--- src/design/itp_pkg.sv ---
// ---------------------------------------------------------------------------
// itp_pkg: shared types and constants of the IPv6 text address parser
// Holds the token format passed from the classifier to the parse engine,
// the token kind codes and the sizing constants.
// ---------------------------------------------------------------------------
package itp_pkg;

    // Number of 16-bit pieces in an IPv6 address.
    localparam logic [3:0] MAX_PIECES = 4'd8;
    localparam int         PIECE_W    = 16;
    localparam int         ADDR_W     = 128;
    localparam int         HALF_W     = 64;

    // Default depth of the token queue between the front and the back.
    localparam int QUEUE_DEPTH_DEF = 4;

    // Token kinds produced by the character classifier.
    localparam logic [1:0] TK_HEX   = 2'd0;
    localparam logic [1:0] TK_COLON = 2'd1;
    localparam logic [1:0] TK_BAD   = 2'd2;
    localparam logic [1:0] TK_EOL   = 2'd3;

    // One classified request as it sits in the queue.
    typedef struct packed {
        logic [1:0] kind;
        logic [3:0] nibble;
    } t_tok;

endpackage

--- src/design/itp_in_if.sv ---
// ---------------------------------------------------------------------------
// itp_in_if: character channel of the IPv6 text address parser
// Carries one text byte or an end-of-line marker per request.
// ---------------------------------------------------------------------------
interface itp_in_if;
    logic       valid;
    logic       ready;
    logic [7:0] character;
    logic       end_of_line;

    modport source (output valid, output character, output end_of_line, input ready);
    modport sink   (input valid, input character, input end_of_line, output ready);
endinterface

--- src/design/itp_out_if.sv ---
// ---------------------------------------------------------------------------
// itp_out_if: result channel of the IPv6 text address parser
// Carries the valid flag and the two 64-bit halves of the parsed address.
// ---------------------------------------------------------------------------
interface itp_out_if;
    logic        valid;
    logic        ready;
    logic        valid_res;
    logic [63:0] addr_high;
    logic [63:0] addr_low;

    modport source (output valid, output valid_res, output addr_high, output addr_low,
                    input ready);
    modport sink   (input valid, input valid_res, input addr_high, input addr_low,
                    output ready);
endinterface

--- src/design/itp_front.sv ---
// ---------------------------------------------------------------------------
// itp_front: input classifier
// Accepts character requests and turns each into a token: hex digit with
// its value, colon, bad character or end of line.
// ---------------------------------------------------------------------------
module itp_front (
    itp_in_if.sink         i_in,
    input  logic           i_q_full,
    output logic           o_push,
    output itp_pkg::t_tok  o_tok
);
    import itp_pkg::*;

    logic [7:0] c;

    assign c          = i_in.character;
    assign i_in.ready = !i_q_full;
    assign o_push     = i_in.valid && !i_q_full;

    // Classify the byte and extract the digit value.
    always_comb begin
        o_tok.kind   = TK_BAD;
        o_tok.nibble = 4'd0;
        if (i_in.end_of_line) begin
            o_tok.kind = TK_EOL;
        end else if (c == 8'h3A) begin
            o_tok.kind = TK_COLON;
        end else if (c >= 8'h30 && c <= 8'h39) begin
            o_tok.kind   = TK_HEX;
            o_tok.nibble = 4'(c - 8'h30);
        end else if (c >= 8'h61 && c <= 8'h66) begin
            o_tok.kind   = TK_HEX;
            o_tok.nibble = 4'(c - 8'h57);
        end else if (c >= 8'h41 && c <= 8'h46) begin
            o_tok.kind   = TK_HEX;
            o_tok.nibble = 4'(c - 8'h37);
        end
    end

endmodule

--- src/design/itp_queue.sv ---
// ---------------------------------------------------------------------------
// itp_queue: token queue
// Small register FIFO that decouples the classifier from the parse engine.
// ---------------------------------------------------------------------------
module itp_queue #(
    parameter int DEPTH = itp_pkg::QUEUE_DEPTH_DEF
) (
    input  logic          i_clk,
    input  logic          i_rst_n,
    input  logic          i_push,
    input  itp_pkg::t_tok i_tok,
    input  logic          i_pop,
    output logic          o_full,
    output logic          o_valid,
    output itp_pkg::t_tok o_tok
);
    import itp_pkg::*;

    localparam int AW = (DEPTH > 1) ? $clog2(DEPTH) : 1;
    localparam int CW = $clog2(DEPTH + 1);
    localparam logic [AW-1:0] LAST = AW'(DEPTH - 1);

    t_tok          r_mem [DEPTH];
    logic [AW-1:0] r_wr_ptr;
    logic [AW-1:0] r_rd_ptr;
    logic [CW-1:0] r_count;
    logic          do_push;
    logic          do_pop;

    assign o_full  = (r_count == CW'(DEPTH));
    assign o_valid = (r_count != '0);
    assign o_tok   = r_mem[r_rd_ptr];
    assign do_push = i_push && !o_full;
    assign do_pop  = i_pop && o_valid;

    // Storage needs no reset.
    always_ff @(posedge i_clk) begin
        if (do_push) begin
            r_mem[r_wr_ptr] <= i_tok;
        end
    end

    // Pointers and fill count.
    always_ff @(posedge i_clk) begin
        if (!i_rst_n) begin
            r_wr_ptr <= '0;
            r_rd_ptr <= '0;
            r_count  <= '0;
        end else begin
            if (do_push) begin
                r_wr_ptr <= (r_wr_ptr == LAST) ? '0 : r_wr_ptr + 1'b1;
            end
            if (do_pop) begin
                r_rd_ptr <= (r_rd_ptr == LAST) ? '0 : r_rd_ptr + 1'b1;
            end
            if (do_push && !do_pop) begin
                r_count <= r_count + 1'b1;
            end else if (do_pop && !do_push) begin
                r_count <= r_count - 1'b1;
            end
        end
    end

endmodule

--- src/design/itp_back.sv ---
// ---------------------------------------------------------------------------
// itp_back: parse engine
// Applies one token per cycle to the parse state, but an end-of-line token
// waits while a result is held. On end of line it closes the last piece,
// places the pieces around the gap and loads the result register.
// ---------------------------------------------------------------------------
module itp_back (
    input  logic           i_clk,
    input  logic           i_rst_n,
    input  logic           i_tok_valid,
    input  itp_pkg::t_tok  i_tok,
    output logic           o_pop,
    itp_out_if.source      o_out
);
    import itp_pkg::*;

    // Parse state.
    logic [ADDR_W-1:0]  r_store;
    logic [3:0]         r_count;
    logic [3:0]         r_gap;
    logic               r_gap_seen;
    logic               r_colon;
    logic               r_in_piece;
    logic [PIECE_W-1:0] r_accum;
    logic               r_failed;

    logic [ADDR_W-1:0]  n_store;
    logic [3:0]         n_count;
    logic [3:0]         n_gap;
    logic               n_gap_seen;
    logic               n_colon;
    logic               n_in_piece;
    logic [PIECE_W-1:0] n_accum;
    logic               n_failed;

    // Result register.
    logic               r_out_valid;
    logic               r_res_ok;
    logic [ADDR_W-1:0]  r_res_addr;

    // Piece close and address assembly.
    logic [ADDR_W-1:0]  w_store;
    logic               w_full;
    logic [ADDR_W-1:0]  f_store;
    logic [3:0]         f_count;
    logic               f_failed;
    logic [3:0]         shift_in;
    logic [ADDR_W-1:0]  head_mask;
    logic [ADDR_W-1:0]  tail_mask;
    logic [ADDR_W-1:0]  asm_addr;
    logic               is_eol;

    // Mask over the pieces below index n; piece 0 is the top 16 bits.
    function automatic logic [ADDR_W-1:0] piece_mask(input logic [3:0] n);
        logic [ADDR_W-1:0] m;
        m = '0;
        for (int i = 0; i < int'(MAX_PIECES); i++) begin
            if (4'(i) < n) begin
                m[ADDR_W-1-PIECE_W*i -: PIECE_W] = '1;
            end
        end
        return m;
    endfunction

    assign is_eol = (i_tok.kind == TK_EOL);
    assign o_pop  = i_tok_valid && (!is_eol || !r_out_valid || o_out.ready);

    // Store with the collected piece written at the next free slot.
    always_comb begin
        w_store = r_store;
        for (int i = 0; i < int'(MAX_PIECES); i++) begin
            if (r_count[2:0] == 3'(i)) begin
                w_store[ADDR_W-1-PIECE_W*i -: PIECE_W] = r_accum;
            end
        end
        w_full = (r_count >= MAX_PIECES);
    end

    // Final close of the open piece at end of line.
    always_comb begin
        f_store  = r_store;
        f_count  = r_count;
        f_failed = r_failed;
        if (!r_failed && r_in_piece) begin
            if (w_full) begin
                f_failed = 1'b1;
            end else begin
                f_store = w_store;
                f_count = r_count + 4'd1;
            end
        end
    end

    // Pieces before the gap stay; the rest slide to the low end.
    always_comb begin
        shift_in  = MAX_PIECES - f_count;
        head_mask = r_gap_seen ? piece_mask(r_gap) : '0;
        tail_mask = piece_mask(f_count) & ~head_mask;
        asm_addr  = (f_store & head_mask)
                  | ((f_store & tail_mask) >> {shift_in, 4'b0000});
    end

    // Next parse state for one token.
    always_comb begin
        n_store    = r_store;
        n_count    = r_count;
        n_gap      = r_gap;
        n_gap_seen = r_gap_seen;
        n_colon    = r_colon;
        n_in_piece = r_in_piece;
        n_accum    = r_accum;
        n_failed   = r_failed;
        if (is_eol) begin
            n_count    = '0;
            n_gap      = '0;
            n_gap_seen = 1'b0;
            n_colon    = 1'b0;
            n_in_piece = 1'b0;
            n_accum    = '0;
            n_failed   = 1'b0;
        end else if (!r_failed) begin
            unique case (i_tok.kind)
                TK_HEX: begin
                    n_colon    = 1'b0;
                    n_in_piece = 1'b1;
                    n_accum    = {r_accum[PIECE_W-5:0], i_tok.nibble};
                end
                TK_COLON: begin
                    if (r_in_piece) begin
                        n_in_piece = 1'b0;
                        n_accum    = '0;
                        if (w_full) begin
                            n_failed = 1'b1;
                        end else begin
                            n_store = w_store;
                            n_count = r_count + 4'd1;
                        end
                    end
                    if (r_colon) begin
                        n_colon = 1'b0;
                        if (r_gap_seen) begin
                            n_failed = 1'b1;
                        end else begin
                            n_gap_seen = 1'b1;
                            n_gap      = n_count;
                        end
                    end else begin
                        n_colon = 1'b1;
                    end
                end
                TK_BAD: begin
                    n_failed = 1'b1;
                end
                default: begin
                    n_failed = r_failed;
                end
            endcase
        end
    end

    // Piece storage needs no reset.
    always_ff @(posedge i_clk) begin
        if (o_pop) begin
            r_store <= n_store;
        end
    end

    // Control state.
    always_ff @(posedge i_clk) begin
        if (!i_rst_n) begin
            r_count    <= '0;
            r_gap      <= '0;
            r_gap_seen <= 1'b0;
            r_colon    <= 1'b0;
            r_in_piece <= 1'b0;
            r_accum    <= '0;
            r_failed   <= 1'b0;
        end else if (o_pop) begin
            r_count    <= n_count;
            r_gap      <= n_gap;
            r_gap_seen <= n_gap_seen;
            r_colon    <= n_colon;
            r_in_piece <= n_in_piece;
            r_accum    <= n_accum;
            r_failed   <= n_failed;
        end
    end

    // Result register valid flag.
    always_ff @(posedge i_clk) begin
        if (!i_rst_n) begin
            r_out_valid <= 1'b0;
        end else if (o_pop && is_eol) begin
            r_out_valid <= 1'b1;
        end else if (o_out.ready) begin
            r_out_valid <= 1'b0;
        end
    end

    // Result payload; a rejected line reads as address zero.
    always_ff @(posedge i_clk) begin
        if (o_pop && is_eol) begin
            r_res_ok   <= !f_failed;
            r_res_addr <= f_failed ? '0 : asm_addr;
        end
    end

    assign o_out.valid     = r_out_valid;
    assign o_out.valid_res = r_res_ok;
    assign o_out.addr_high = r_res_addr[ADDR_W-1:HALF_W];
    assign o_out.addr_low  = r_res_addr[HALF_W-1:0];

endmodule

--- src/design/ipv6_text_address_parser.sv ---
// ---------------------------------------------------------------------------
// ipv6_text_address_parser: IPv6 address text to 128-bit binary
// Streams an address string one byte per request and returns the parsed
// address with a valid flag on each end-of-line request.
//
//   Channel  Dir  Payload                            Request
//   i_in     in   character[7:0], end_of_line        one byte or end of line
//   o_out    out  valid_res, addr_high, addr_low     one result per line
//
// Sustains one request per cycle on i_in; the parse engine applies one
// token per cycle. A result is registered: its end-of-line request is
// written into the token queue and, once popped, loads the result
// register. The token queue (QUEUE_DEPTH entries) absorbs stalls on
// o_out: only end-of-line tokens wait for the result register, so i_in
// drops ready only when the queue fills. Reset is synchronous and
// clears the queue, the parse state and the result valid flag.
// ---------------------------------------------------------------------------
module ipv6_text_address_parser #(
    parameter int QUEUE_DEPTH = itp_pkg::QUEUE_DEPTH_DEF
) (
    input  logic      i_clk,
    input  logic      i_rst_n,
    itp_in_if.sink    i_in,
    itp_out_if.source o_out
);
    import itp_pkg::*;

    logic q_full;
    logic q_push;
    t_tok q_in_tok;
    logic q_valid;
    t_tok q_out_tok;
    logic q_pop;

    // Classifier.
    itp_front u_front (
        .i_in     (i_in),
        .i_q_full (q_full),
        .o_push   (q_push),
        .o_tok    (q_in_tok)
    );

    // Token queue.
    itp_queue #(
        .DEPTH (QUEUE_DEPTH)
    ) u_queue (
        .i_clk   (i_clk),
        .i_rst_n (i_rst_n),
        .i_push  (q_push),
        .i_tok   (q_in_tok),
        .i_pop   (q_pop),
        .o_full  (q_full),
        .o_valid (q_valid),
        .o_tok   (q_out_tok)
    );

    // Parse engine and result register.
    itp_back u_back (
        .i_clk       (i_clk),
        .i_rst_n     (i_rst_n),
        .i_tok_valid (q_valid),
        .i_tok       (q_out_tok),
        .o_pop       (q_pop),
        .o_out       (o_out)
    );

endmodule

--- src/flat_wrapper.sv ---
// flat-port wrapper written by rule: the top's interface ports become plain ports
module ipv6_text_address_parser_flat import itp_pkg::*;
#(
    parameter int QUEUE_DEPTH = itp_pkg::QUEUE_DEPTH_DEF
)
  (i_clk, i_rst_n, i_in_valid, i_in_character, i_in_end_of_line, i_in_ready, o_out_valid, o_out_valid_res, o_out_addr_high, o_out_addr_low, o_out_ready);
  itp_in_if i_in_i ();
  itp_out_if o_out_i ();
  input  logic i_clk;
  input  logic i_rst_n;
  input wire logic [$bits(i_in_i.valid)-1:0] i_in_valid;
  input wire logic [$bits(i_in_i.character)-1:0] i_in_character;
  input wire logic [$bits(i_in_i.end_of_line)-1:0] i_in_end_of_line;
  output wire logic [$bits(i_in_i.ready)-1:0] i_in_ready;
  output wire logic [$bits(o_out_i.valid)-1:0] o_out_valid;
  output wire logic [$bits(o_out_i.valid_res)-1:0] o_out_valid_res;
  output wire logic [$bits(o_out_i.addr_high)-1:0] o_out_addr_high;
  output wire logic [$bits(o_out_i.addr_low)-1:0] o_out_addr_low;
  input wire logic [$bits(o_out_i.ready)-1:0] o_out_ready;
  assign i_in_i.valid = i_in_valid;
  assign i_in_i.character = i_in_character;
  assign i_in_i.end_of_line = i_in_end_of_line;
  assign i_in_ready = i_in_i.ready;
  assign o_out_valid = o_out_i.valid;
  assign o_out_valid_res = o_out_i.valid_res;
  assign o_out_addr_high = o_out_i.addr_high;
  assign o_out_addr_low = o_out_i.addr_low;
  assign o_out_i.ready = o_out_ready;
  ipv6_text_address_parser #(.QUEUE_DEPTH(QUEUE_DEPTH)) u_core (.i_clk(i_clk), .i_rst_n(i_rst_n), .i_in(i_in_i), .o_out(o_out_i));
endmodule
--- config.mk ---
export PLATFORM = sky130hd
export DESIGN_NAME = ipv6_text_address_parser_flat
export DESIGN_NICKNAME = d
export VERILOG_FILES = /design/src/design/itp_pkg.sv /design/src/design/itp_in_if.sv /design/src/design/itp_out_if.sv /design/src/design/itp_front.sv /design/src/design/itp_queue.sv /design/src/design/itp_back.sv /design/src/design/ipv6_text_address_parser.sv /design/src/flat_wrapper.sv
export SDC_FILE = /design/constraint.sdc
export NUM_CORES = 1
export LEC_CHECK = 0
export BUFFER_PORTS_ARGS = -buffer_cell sky130_fd_sc_hd__buf_4
export CAP_MARGIN = 20
export CORE_MARGIN = 3
export CORE_UTILIZATION = 23
export DETAILED_ROUTE_END_ITERATION = 10
export PLACE_DENSITY_LB_ADDON = 0.08
export REMOVE_ABC_BUFFERS = 1
export SLEW_MARGIN = 0
export SYNTH_ARGS = -nofsm -noshare
export SYNTH_HDL_FRONTEND = slang
export SYNTH_SLANG_ARGS = --single-unit
--- constraint.sdc ---
create_clock -name i_clk -period 11.2 [get_ports i_clk]
set_input_delay 0.56 -clock i_clk [delete_from_list [all_inputs] [get_ports i_clk]]
set_output_delay 0.56 -clock i_clk [all_outputs]
set_load 0.005 [all_outputs]
==> run summary <==
Pin count of the biggest net entering global routing = 72
Number of max-slew violations in the final report = 0
Number of antenna violations at the first check in global routing = 2
Full die area = 0.08386 mm^2
Post-CTS setup buffer count = 0
Num ports = 144
Inserted Diodes = 0
Maximum achievable frequency = 180.9 MHz
Congestion Overflow GR = 0
Number of instances in the synthesized netlist = 1,573
Net switching power = 0.001801 W
Min Clock Period, post-route = 5.527 ns
Inserted Clock Buffers = 43
DRC Markers = 0
DP Area = 0.02065 mm^2
Area of the placeable core = 0.07939 mm^2
TritonCTS clock tree = done
Worst-margin pin slew = 1.175 ns
Post-cts repair resize count = 0
Hold violation total from the final report = 0
Number of design-rule violations left by the first detailed-router iteration = 1,417
Int Pwr = 0.003046 W
Clock root buffer = sky130_fd_sc_hd__clkbuf_16
Worst Hold Endpoint = u_core.u_back.o_out.valid
RSZ-0062 raised after global routing = no
Result of the run = completed
Switching part of the total power = 37.15%
Most common library cell in the layout ignoring fill and taps = sky130_fd_sc_hd__edfxtp_1
Destination of the worst register-to-register timing path = u_core.u_back.r_res_addr[22]
Signed area change from the synthesized netlist to the final layout = 19.53%
GRT Total Usage = 18.93%
EDFF count, synth = 281
Clock insertion delay at the later pin of the skew report = 0.58 ns
IR Drop Worst-Case VDD = 0.09592 mV
Final weighted congestion in routability-driven placement = 0.7719
Sum Neg Setup Slack = 0 ns
Number of cells on the worst reg-to-reg path = 11
Top flip-flop cell by instance count after synthesis = sky130_fd_sc_hd__edfxtp_1
Most frequent cells in the layout = sky130_fd_sc_hd__edfxtp_1 (281), sky130_fd_sc_hd__buf_4 (185), sky130_fd_sc_hd__mux2i_1 (146)
Register clock-pin slew on the reported worst setup and hold paths = 0.05 ns
Register share of total power = 36.4%
Sinks on Clock Net = 319
Total wirelength of the detailed-routed design = 80,650 um
Number of library cell types mapped by synthesis = 82
Yosys Warn Count = 0
Worst rel slew slack = 21.23%
Critical Path, Cell by Cell = inv_1 > ha_1 > nand2_1 > o21ai_0 > ha_2 > buf_4 > clkinv_2 > or2_1 > buf_4 > o32a_1 > o211ai_1
Data arrival time of the critical path = 5.92 ns
Ratio of cells with drive above 1 in the final layout = 27.13%
Register area share after synthesis = 49.73%
Path category of the worst min-delay check = in2reg
Async S/R FF share, synth = 0%
Maximum Capacitance Violations = 0
IO Port Bufs = 143
Worst setup timing slack at the placement stage = 5.594 ns
Critical setup path kind = reg2reg
Die Y = 289.6 um
Initial standard-cell utilization of the core = 23.30%
Drt wl/cell = 29.57 um
Number of H-tree branching levels = 2
Reg2reg setup slack = 5.67 ns
Peak per-stage delay on the critical path = 0.93 ns
Number of storage elements in the synthesis netlist = 319
Total via count in the routed design = 14,740
Net count reported at finish = 1,676
Number of buffers between clock root and the deepest sink = 3
Average cell area after synthesis = 11.76 um^2
Req. time, crit path = 11.60 ns
Leak Pwr = 7.782 nW
Hold path startpoint = o_out_ready
Clk_skew = 0.02368 ns
Final Cell Area = 0.02211 mm^2
Chip width = 289.6 um
Setup-violating endpoint count in the final report = 0
Startpoint kind of the worst setup timing path = flop
Final ANT Viol Nets = 0
Area of the mapped netlist = 0.01850 mm^2
Pwr Density = 219.2 mW/mm^2
Number of buffers inserted for hold repair after clock tree synthesis = 0
Worst-case setup margin in the final layout = 5.673 ns
Top fanout value on the critical path = 71
Reg-to-reg critical path startpoint = u_core.u_back.r_count[0]
Part of the power in the clock network = 29.4%
Endpoint type of the worst setup path = flop
Wire length of the first global-routing pass = 113,500 um
Part of the total power dissipated in combinational logic = 34.2%
CP dominant cell by count = sky130_fd_sc_hd__buf_4
Average via count per standard cell = 5.405
Number of global-route vias before repair = 14,745
Slowest library cell on the worst path = sky130_fd_sc_hd__clkinv_2
Cell row count = 103
Number of iterations in the first detailed-routing pass = 7
HPWL after DPL = 47,950 um
Hold Path Cell Cnt = 3
Fraction of the cycle the final worst path needs = 49.35%
-- cells in the mapped netlist (14+ instances only) --
cell	number	area, um^2
sky130_fd_sc_hd__edfxtp_1	281	8438
sky130_fd_sc_hd__nand3_1	24	120.1
sky130_fd_sc_hd__o31ai_1	17	127.6
sky130_fd_sc_hd__dfxtp_1	38	760.7
sky130_fd_sc_hd__o221ai_1	75	656.9
sky130_fd_sc_hd__o311a_1	19	190.2
sky130_fd_sc_hd__o211ai_1	20	150.1
sky130_fd_sc_hd__o21a_1	14	105.1
sky130_fd_sc_hd__o22ai_1	64	400.4
sky130_fd_sc_hd__buf_2	35	175.2
sky130_fd_sc_hd__inv_1	24	90.09
sky130_fd_sc_hd__nor2_1	119	446.7
sky130_fd_sc_hd__nor2b_1	18	112.6
sky130_fd_sc_hd__o21ai_0	50	250.2
sky130_fd_sc_hd__clkbuf_1	106	397.9
sky130_fd_sc_hd__o32ai_1	48	420.4
sky130_fd_sc_hd__mux2i_1	146	1461
sky130_fd_sc_hd__a2bb2oi_1	17	148.9
sky130_fd_sc_hd__nand2_1	53	198.9
sky130_fd_sc_hd__mux2_2	137	1543
sky130_fd_sc_hd__a21boi_0	21	157.7
sky130_fd_sc_hd__ha_1	20	250.2
sky130_fd_sc_hd__a21oi_1	20	100.1
sky130_fd_sc_hd__o32a_1	27	270.3
-- worst max-delay path by stage --
| stage | start | end |
|---|---|---|
| after global placement | flop | u_core.u_back.r_store[3] |
| final | u_core.u_back.r_count[0] | u_core.u_back.r_res_addr[22] |
| after global routing | u_core.u_back.r_count[0] | u_core.u_back.r_res_addr[28] |
| after CTS | flop | u_core.u_back.r_store[83] |
| after floorplan | flop | u_core.u_back.r_store[0] |
| after detailed placement | flop | u_core.u_back.r_store[19] |
-- worst max-delay path: cells and delay by family, from the launching register on --
kind,cells,cell delay [ns]
AO/OA/AOI/OAI,3,0.59
adder cells (fa/ha/maj),2,0.75
buffers and inverters,4,2.26
flip-flops,1,0.82
AND/OR/NAND/NOR,2,0.79
-- per-stage QoR --
| stage | utilization (%) | instances | hold WS, ns | power [W] |
|---|---|---|---|---|
| floorplan | - | 1411 | 0.4666 | 0.002566 |
| global placement | 25.98 | 2644 | 0.4952 | 0.003441 |
| detailed placement | 26.02 | 2645 | 0.5007 | 0.003452 |
| CTS | 27.83 | 2725 | 0.2576 | 0.004900 |
| global route | 27.85 | 2727 | 0.2917 | 0.005082 |
| finish | 27.85 | 2727 | 0.2958 | 0.004847 |
-- cells by family after synthesis --
logic type | count (synthesis) | share of synthesized area [%]
xor gates and xnor gates | 9 | 0.4668
DFF | 319 | 49.73
AOI/OAI and AO/OA | 472 | 19.85
buffers and inverters | 188 | 4.397
and+or+nand+nor | 275 | 7.177
muxes | 289 | 16.92
adders and majority gates | 21 | 1.461
-- power groups by stage --
stage	sequential [W]	combinational, W	clock [W]
after floorplan	0.00178	0.000786	0
after global placement	0.00180	0.00164	0
after detailed placement	0.00180	0.00166	0
after CTS	0.00177	0.00166	0.00147
after global routing	0.00180	0.00178	0.00151
final	0.00176	0.00166	0.00142
-- per-layer routing --
layer,track usage (%),vias to the layer above,wire length (um)
li1,-,6419,-
met1,25.86,7507,35740
met4,7.949,0,3608
met2,29.76,635,36150
met5,0,-,0
met3,2.965,179,5152
-- sequential cells by signal, summed over array words and instances (netlist names), named ones only --
register / flops
u_core.u_back.r_res_addr: 128
u_core.u_back.r_store: 128
u_core.u_queue.r_mem: 24
u_core.u_back.r_accum: 16
u_core.u_back.r_count: 4
u_core.u_back.r_gap: 4
u_core.u_queue.r_count: 3
u_core.u_queue.r_rd_ptr: 2
u_core.u_queue.r_wr_ptr: 2
u_core.u_back.o_out.valid: 1
u_core.u_back.o_out.valid_res: 1
u_core.u_back.r_colon: 1
u_core.u_back.r_failed: 1
u_core.u_back.r_gap_seen: 1
u_core.u_back.r_in_piece: 1
-- cell type report --
class,instances,area (um^2)
Clock buffer,48,1137
Clock inverter,32,305.3
Inverter,26,103.9
Sequential cell,319,9199
Timing Repair Buffer,186,1416
Multi-Input combinational cell,1066,8635
Tap cell,1050,1314
Fill cell,8342,57280
Note: power is estimated with default switching activity, not from simulation.
